File: src/sv/jlc_pkg.sv
package jlc_pkg;

  localparam int DEPTH_DEF = 32;

  localparam int TAG_W  = 16;
  localparam int ACT_W  = 2;
  localparam int STAT_W = 3;

  // Request actions
  localparam logic [ACT_W-1:0] ACT_ADD    = 2'd0;
  localparam logic [ACT_W-1:0] ACT_CANCEL = 2'd1;
  localparam logic [ACT_W-1:0] ACT_LIST   = 2'd2;

  // Result status codes
  localparam logic [STAT_W-1:0] ST_ADDED    = 3'd0;
  localparam logic [STAT_W-1:0] ST_FULL     = 3'd1;
  localparam logic [STAT_W-1:0] ST_CANCELED = 3'd2;
  localparam logic [STAT_W-1:0] ST_NONE     = 3'd3;
  localparam logic [STAT_W-1:0] ST_ENTRY    = 3'd4;
  localparam logic [STAT_W-1:0] ST_EMPTY    = 3'd5;

  // Source of the result tag
  typedef enum logic [1:0] {
    SRC_ZERO,
    SRC_IN,
    SRC_NEWEST,
    SRC_LIST
  } tag_src_t;

  // Controller to datapath
  typedef struct packed {
    logic              add_wr;
    logic              stk_rd;
    logic              scan_init;
    logic              scan_run;
    logic              shift_en;
    logic              cnt_dec;
    logic              emit;
    logic [STAT_W-1:0] emit_status;
    tag_src_t          emit_src;
    logic              emit_last;
  } jlc_cmd_t;

  // Datapath to controller
  typedef struct packed {
    logic empty;
    logic full;
    logic data_valid;
    logic scan_done;
  } jlc_stat_t;

endpackage

File: src/sv/jlc_ctrl.sv
module jlc_ctrl (
  input  logic                        clk,
  input  logic                        rst_n,
  input  logic                        start,
  input  logic [jlc_pkg::ACT_W-1:0]   in_action,
  input  jlc_pkg::jlc_stat_t          stat,
  output jlc_pkg::jlc_cmd_t           cmd,
  output logic                        busy
);
  import jlc_pkg::*;

  typedef enum logic [1:0] {
    S_IDLE,
    S_CANCEL,
    S_LIST
  } state_t;

  state_t state_r, state_nxt;
  logic   busy_r;

  always_comb begin
    cmd       = '0;
    state_nxt = state_r;
    unique case (state_r)
      S_IDLE: begin
        if (start) begin
          unique case (in_action)
            ACT_ADD: begin
              cmd.emit      = 1'b1;
              cmd.emit_last = 1'b1;
              if (stat.full) begin
                cmd.emit_status = ST_FULL;
                cmd.emit_src    = SRC_ZERO;
              end else begin
                cmd.add_wr      = 1'b1;
                cmd.emit_status = ST_ADDED;
                cmd.emit_src    = SRC_IN;
              end
            end
            ACT_CANCEL: begin
              if (stat.empty) begin
                cmd.emit        = 1'b1;
                cmd.emit_last   = 1'b1;
                cmd.emit_status = ST_NONE;
                cmd.emit_src    = SRC_ZERO;
              end else begin
                cmd.stk_rd    = 1'b1;
                cmd.scan_init = 1'b1;
                state_nxt     = S_CANCEL;
              end
            end
            ACT_LIST: begin
              if (stat.empty) begin
                cmd.emit        = 1'b1;
                cmd.emit_last   = 1'b1;
                cmd.emit_status = ST_EMPTY;
                cmd.emit_src    = SRC_ZERO;
              end else begin
                cmd.scan_init = 1'b1;
                state_nxt     = S_LIST;
              end
            end
            default: ;
          endcase
        end
      end
      S_CANCEL: begin
        cmd.scan_run = 1'b1;
        cmd.shift_en = 1'b1;
        if (stat.scan_done) begin
          cmd.cnt_dec     = 1'b1;
          cmd.emit        = 1'b1;
          cmd.emit_last   = 1'b1;
          cmd.emit_status = ST_CANCELED;
          cmd.emit_src    = SRC_NEWEST;
          state_nxt       = S_IDLE;
        end
      end
      S_LIST: begin
        cmd.scan_run = 1'b1;
        if (stat.data_valid) begin
          cmd.emit        = 1'b1;
          cmd.emit_last   = stat.scan_done;
          cmd.emit_status = ST_ENTRY;
          cmd.emit_src    = SRC_LIST;
        end
        if (stat.scan_done) begin
          state_nxt = S_IDLE;
        end
      end
      default: begin
        state_nxt = S_IDLE;
      end
    endcase
  end

  always_ff @(posedge clk) begin
    if (!rst_n) begin
      state_r <= S_IDLE;
      busy_r  <= 1'b0;
    end else begin
      state_r <= state_nxt;
      busy_r  <= (state_nxt != S_IDLE);
    end
  end

  assign busy = busy_r;

endmodule

File: src/sv/jlc_dp.sv
module jlc_dp #(
  parameter int DEPTH = jlc_pkg::DEPTH_DEF
) (
  input  logic                         clk,
  input  logic                         rst_n,
  input  jlc_pkg::jlc_cmd_t            cmd,
  input  logic [jlc_pkg::TAG_W-1:0]    in_job_tag,
  output jlc_pkg::jlc_stat_t           stat,
  output logic                         out_valid,
  output logic [jlc_pkg::STAT_W-1:0]   out_status,
  output logic [jlc_pkg::TAG_W-1:0]    out_tag_out,
  output logic                         out_last
);
  import jlc_pkg::*;

  localparam int CNT_W = $clog2(DEPTH + 1);
  localparam int IDX_W = (DEPTH > 1) ? $clog2(DEPTH) : 1;
  localparam logic [CNT_W-1:0] DEPTH_C = CNT_W'(DEPTH);
  localparam logic [CNT_W-1:0] ONE_C   = CNT_W'(1);

  logic [TAG_W-1:0] job_store   [DEPTH];
  logic [TAG_W-1:0] order_stack [DEPTH];

  logic [CNT_W-1:0]  count_r;
  logic [CNT_W-1:0]  idx_r;
  logic              pipe_v_r;
  logic              found_r;
  logic [TAG_W-1:0]  job_q_r;
  logic [TAG_W-1:0]  stk_q_r;
  logic              out_valid_r;
  logic [STAT_W-1:0] out_status_r;
  logic [TAG_W-1:0]  out_tag_r;
  logic              out_last_r;

  logic [CNT_W-1:0]  top_idx;
  logic [CNT_W-1:0]  didx;
  logic [CNT_W-1:0]  shift_pos;
  logic              rd_en;
  logic              match;
  logic              shift_wr;
  logic [TAG_W-1:0]  tag_sel;

  assign top_idx   = count_r - ONE_C;
  assign didx      = idx_r - ONE_C;   // index of the entry in job_q_r
  assign shift_pos = didx - ONE_C;
  assign rd_en     = cmd.scan_run && (idx_r < count_r);
  assign match     = (job_q_r == stk_q_r);
  assign shift_wr  = cmd.shift_en && pipe_v_r && found_r;

  // Stores: one write and one registered read each per cycle
  always_ff @(posedge clk) begin
    if (cmd.add_wr) begin
      job_store[count_r[IDX_W-1:0]]   <= in_job_tag;
      order_stack[count_r[IDX_W-1:0]] <= in_job_tag;
    end else if (shift_wr) begin
      job_store[shift_pos[IDX_W-1:0]] <= job_q_r;
    end
    if (rd_en) begin
      job_q_r <= job_store[idx_r[IDX_W-1:0]];
    end
    if (cmd.stk_rd) begin
      stk_q_r <= order_stack[top_idx[IDX_W-1:0]];
    end
  end

  always_ff @(posedge clk) begin
    if (!rst_n) begin
      count_r     <= '0;
      idx_r       <= '0;
      pipe_v_r    <= 1'b0;
      found_r     <= 1'b0;
      out_valid_r <= 1'b0;
    end else begin
      if (cmd.add_wr) begin
        count_r <= count_r + ONE_C;
      end else if (cmd.cnt_dec) begin
        count_r <= count_r - ONE_C;
      end
      if (cmd.scan_init) begin
        idx_r    <= '0;
        pipe_v_r <= 1'b0;
        found_r  <= 1'b0;
      end else begin
        pipe_v_r <= rd_en;
        if (rd_en) begin
          idx_r <= idx_r + ONE_C;
        end
        if (cmd.shift_en && pipe_v_r && match) begin
          found_r <= 1'b1;
        end
      end
      out_valid_r <= cmd.emit;
    end
  end

  always_comb begin
    case (cmd.emit_src)
      SRC_IN:     tag_sel = in_job_tag;
      SRC_NEWEST: tag_sel = stk_q_r;
      SRC_LIST:   tag_sel = job_q_r;
      default:    tag_sel = '0;
    endcase
  end

  always_ff @(posedge clk) begin
    if (cmd.emit) begin
      out_status_r <= cmd.emit_status;
      out_tag_r    <= tag_sel;
      out_last_r   <= cmd.emit_last;
    end
  end

  assign stat.empty      = (count_r == '0);
  assign stat.full       = (count_r >= DEPTH_C);
  assign stat.data_valid = pipe_v_r;
  assign stat.scan_done  = pipe_v_r && (didx == top_idx);

  assign out_valid   = out_valid_r;
  assign out_status  = out_status_r;
  assign out_tag_out = out_tag_r;
  assign out_last    = out_last_r;

  a_count_bound: assert property (@(posedge clk) disable iff (!rst_n)
    count_r <= DEPTH_C)
    else $error("entry count above depth");

  a_add_room: assert property (@(posedge clk) disable iff (!rst_n)
    cmd.add_wr |-> (count_r < DEPTH_C))
    else $error("add written into full store");

  a_dec_nonempty: assert property (@(posedge clk) disable iff (!rst_n)
    cmd.cnt_dec |-> (count_r != '0))
    else $error("cancel on empty store");

  a_shift_range: assert property (@(posedge clk) disable iff (!rst_n)
    shift_wr |-> ((didx != '0) && (didx < count_r)))
    else $error("shift write outside held entries");

endmodule

File: src/sv/job_list_with_cancel_last.sv
// Job list with cancel-last. Send a request by raising start with in_action
// and in_job_tag while busy is low; the request is taken at that clock edge.
// Results appear on out_status/out_tag_out/out_last for exactly one cycle,
// marked by out_valid, and the receiver cannot stall them: sample every cycle
// that out_valid is high. out_last marks the final result of a request. An
// add, a full add, a cancel on an empty list and a list on an empty list give
// their single result the cycle after the request and leave busy low, so the
// next request may follow at once. A cancel or a non-empty list walks the N
// held entries through the single read port of the job store, one entry a
// cycle through a registered read: busy stays high until the walk is done,
// and the next request is taken once busy is low again. List entries stream
// out one per cycle, oldest first. Action code 3 is dropped with no result.
// The stores need no clearing after reset.
module job_list_with_cancel_last #(
  parameter int DEPTH = jlc_pkg::DEPTH_DEF
) (
  input  logic                        clk,
  input  logic                        rst_n,
  input  logic                        start,
  output logic                        busy,
  input  logic [jlc_pkg::ACT_W-1:0]   in_action,
  input  logic [jlc_pkg::TAG_W-1:0]   in_job_tag,
  output logic                        out_valid,
  output logic [jlc_pkg::STAT_W-1:0]  out_status,
  output logic [jlc_pkg::TAG_W-1:0]   out_tag_out,
  output logic                        out_last
);
  import jlc_pkg::*;

  jlc_cmd_t  cmd;
  jlc_stat_t stat;

  // Sequence each request: decode, walk the store, emit results
  jlc_ctrl u_ctrl (
    .clk       (clk),
    .rst_n     (rst_n),
    .start     (start),
    .in_action (in_action),
    .stat      (stat),
    .cmd       (cmd),
    .busy      (busy)
  );

  // Hold the job store, order stack, entry count and result register
  jlc_dp #(
    .DEPTH (DEPTH)
  ) u_dp (
    .clk         (clk),
    .rst_n       (rst_n),
    .cmd         (cmd),
    .in_job_tag  (in_job_tag),
    .stat        (stat),
    .out_valid   (out_valid),
    .out_status  (out_status),
    .out_tag_out (out_tag_out),
    .out_last    (out_last)
  );

  // An accepted cancel either answers at once or occupies the block
  a_cancel_resp: assert property (@(posedge clk) disable iff (!rst_n)
    (start && !busy && (in_action == ACT_CANCEL)) |=> (busy || out_valid))
    else $error("cancel request dropped");

endmodule

File: config.mk
export PLATFORM = sky130hd
export DESIGN_NAME = job_list_with_cancel_last
export DESIGN_NICKNAME = d
export VERILOG_FILES = /design/src/sv/jlc_pkg.sv /design/src/sv/jlc_ctrl.sv /design/src/sv/jlc_dp.sv /design/src/sv/job_list_with_cancel_last.sv
export SDC_FILE = /design/constraint.sdc
export NUM_CORES = 1
export LEC_CHECK = 0
export BUFFER_PORTS_ARGS = -buffer_cell sky130_fd_sc_hd__buf_4
export CAP_MARGIN = 20
export CORE_ASPECT_RATIO = 1.25
export CORE_MARGIN = 3
export CORE_UTILIZATION = 45
export DETAILED_ROUTE_END_ITERATION = 16
export REMOVE_ABC_BUFFERS = 1
export SETUP_SLACK_MARGIN = 0.1
export SLEW_MARGIN = 20
export SYNTH_ARGS = -nofsm -noshare
export SYNTH_HDL_FRONTEND = slang
export SYNTH_SLANG_ARGS = --single-unit
File: constraint.sdc
create_clock -name clk -period 8.4 [get_ports clk]
set_clock_uncertainty 0.1 [all_clocks]
set_input_delay 0.84 -clock clk [delete_from_list [all_inputs] [get_ports clk]]
set_output_delay 0.84 -clock clk [all_outputs]
set_load 0.01 [all_outputs]
==> results.cfg <==
[outcome]
status = finished clean

[timing]
max_slew_margin = 0.265
drv_slew = 0
fin_crit_ns = 4.78
worst_pin_slew_ns = 1.10
worst_slack_ns = 3.62
fmax_mhz = 209
rsz0062_at_grt = no
fin_crit_sh = 0.569
setup_viol_count_final = 0
hold_violations = 0

[global_route]
overflow = 0
met2_usage = 0.355
grt_antenna_before_repair = 2
grt.total_usage = 0.213
use_met1 = 0.280
grt_pass1_vias = 21200
grt_max_degree = 114
grt_pass1_wl_mm = 152
met3_usage = 0.0336
busiest_layer = met2

[drt]
drtIter0Drc = 2007
drt-pass1-iter-count = 5
viasPerCell = 5.88
drc = 0
vias = 20300
postRouteAntennaNets = 0
drt-total-wl_mm = 104
wire_per_inst_um = 30.2

[clock_tree]
ctsHoldBuffers = 0
cts-htree-levels = 3
numCtsBuffers = 103
cts.sinks = 1094
path_clk_slew_ns = 0.06
clk_latency_ns = 0.68
cts_tree = done
clock_path_buffers = 3
post_cts_buffers = 0
cts_resized = 0
cts_root_buf = clkbuf_16

[synthesis]
synth_top_area_share = 0.750
synth_common_cells = 1076 x edfxtp_1, 320 x mux4_2, 140 x nand2_1
synth_fa_ha_area_frac = 0.00639
synth_top_family_by_area = multiplexers
synth-xor-area-share = 0.00981
synthSimpleGateAreaFrac = 0.0310
avgSynthCellArea_um2 = 21.9
synthCells = 1969
synth_most_common_cell = edfxtp_1
yosys_warnings = 0
yosysTopAreaCell = edfxtp_1
synth_compound_area_frac = 0.0109
synth_ff_type = edfxtp_1
synth_seq_area_share = 0.758
yosysUniqueCellTypes = 58
synth_edf_count = 1076
netlist_top_cells_area = edfxtp_1 75%, mux4_2 17%, nand2_1 1.2%
synthMuxAreaShare = 0.172
async_reset_ff_frac = 0
ys_ff_latch = 1094
syn_area_um2 = 43100

[place]
io_buffers = 42
place.gp.congestion = 0.863
place_ws_ns = 3.47
dpl.hpwl_mm = 62.8
place_inst = 3260

[setup_path]
cp_cell_sequence = inv_1, ha_1, nor3b_1, xnor2_1, xnor2_2, and3_2, nand3_2, and2_1, o21ai_2
cp_data_required_time_ns = 8.60
cp_slowest_stage_delay_ns = 1.03
r2r_start = u_dp.idx_r[1]
critical_path_class = flip-flop to flip-flop
reg2reg_slack_ns = 3.62
worstSetupStartpointType = flip-flop
cp_max_fo = 71
arrival_ns = 4.98
slowest_stage = dfxtp_4
startpoint = u_dp.idx_r[1]
crit_path_end_kind = flip-flop

[worst_hold_path]
hp-start = rst_n
hold_class = input port to flip-flop

[die]
ios = 43
dieArea_um2 = 99500
start_util = 0.455
rows = 126
chipWidth_um = 283
core-area_um2 = 94700
fp.dieH_um = 352

[power_and_ir_drop]
leakage_nw = 14.8
ir_drop_mv = 0.146
cellPowerDensity_nw_per_um2 = 226

[finish]
fin_nets = 2128
instances_no_fill = 3455
drive_gt1_frac = 0.325
syn_to_final_growth_pct = 13.0

[run]
drv_cap = 0
[cells in the final DEF, fill, tap and decap left out, types with 22 or more instances in the layout]
cell and instances:
nor2_1 22, nor2_2 63, clkbuf_16 103, clkinv_1 22, clkinv_2 26, buf_4 107
mux4_2 320, nand2_1 128, xnor2_1 27, edfxtp_1 1076
[final cells by class]
| type | count | area, µm² |
|---|---|---|
| Clock inverter | 72 | 703 |
| Sequential cell | 1094 | 32700 |
| Tap cell | 1280 | 1600 |
| Inverter | 14 | 52.6 |
| Multi-Input combinational cell | 763 | 10200 |
| Timing Repair Buffer | 109 | 838 |
| Fill cell | 7372 | 46000 |
| Clock buffer | 121 | 2660 |
| Antenna cell | 2 | 5.00 |
[critical path: cells and delay by family, from the launching register on]
kind / cells / cell delay (ns)
AND/OR/NAND/NOR: 4 / 1.29
flip-flops: 1 / 1.03
buffers and inverters: 1 / 0.19
AO/OA/AOI/OAI: 1 / 0.84
XOR/XNOR: 2 / 0.59
adder cells (fa/ha/maj): 1 / 0.29
[sequential cells by signal, indices dropped and copies added, names as in the netlist]
register          count
u_dp.job_store      512
u_dp.order_stack    512
u_dp.job_q_r         16
u_dp.out_tag_out     16
u_dp.stk_q_r         16
u_dp.count_r          6
u_dp.idx_r            6
u_dp.out_status       3
u_ctrl.state_r        2
u_ctrl.busy           1
u_dp.found_r          1
u_dp.out_last         1
u_dp.out_valid        1
u_dp.pipe_v_r         1
[through the flow]
step           cell area [µm²]  hold WS, ns  TNS [ns]  power (mW)  utilization
6_report                 48700        0.360         0        11.0        0.514
5_1_grt                  48700        0.332         0        11.4        0.514
4_1_cts                  48700        0.315         0        11.1        0.514
3_5_place_dp             45300        0.434         0        6.52        0.478
3_3_place_gp             45300        0.434         0        6.51        0.478
2_1_floorplan            42700        0.362   -304.92        6.37            -
[layer usage]
metal / vias to the layer above / wire (µm)
li1: 8431 / -
met1: 11000 / 40900
met2: 732 / 52800
met3: 192 / 5930
met4: 0 / 4530
met5: - / 0
[worst paths after layout]
check                             end  depth (start not counted)
hold reg to reg          u_dp.found_r                          2
setup reg to reg  u_dp.out_tag_out[9]                          9
hold / removal        u_dp.count_r[0]                          2
setup / recovery  u_dp.out_tag_out[9]                          9
[power by group]
group          internal [mW]  total, mW  switching [mW]
combinational          0.141      0.380           0.238
sequential              6.01       6.02          0.0114
clock                   2.59       4.61            2.03
[logic make-up after synthesis]
group,Yosys count
adders and majority gates,22
DFF,1094
buffers and inverters,112
and+or+nand+nor,301
xor gates and xnor gates,41
muxes,340
AOI/OAI and AO/OA,59
Power figures use the tool's default switching activity.
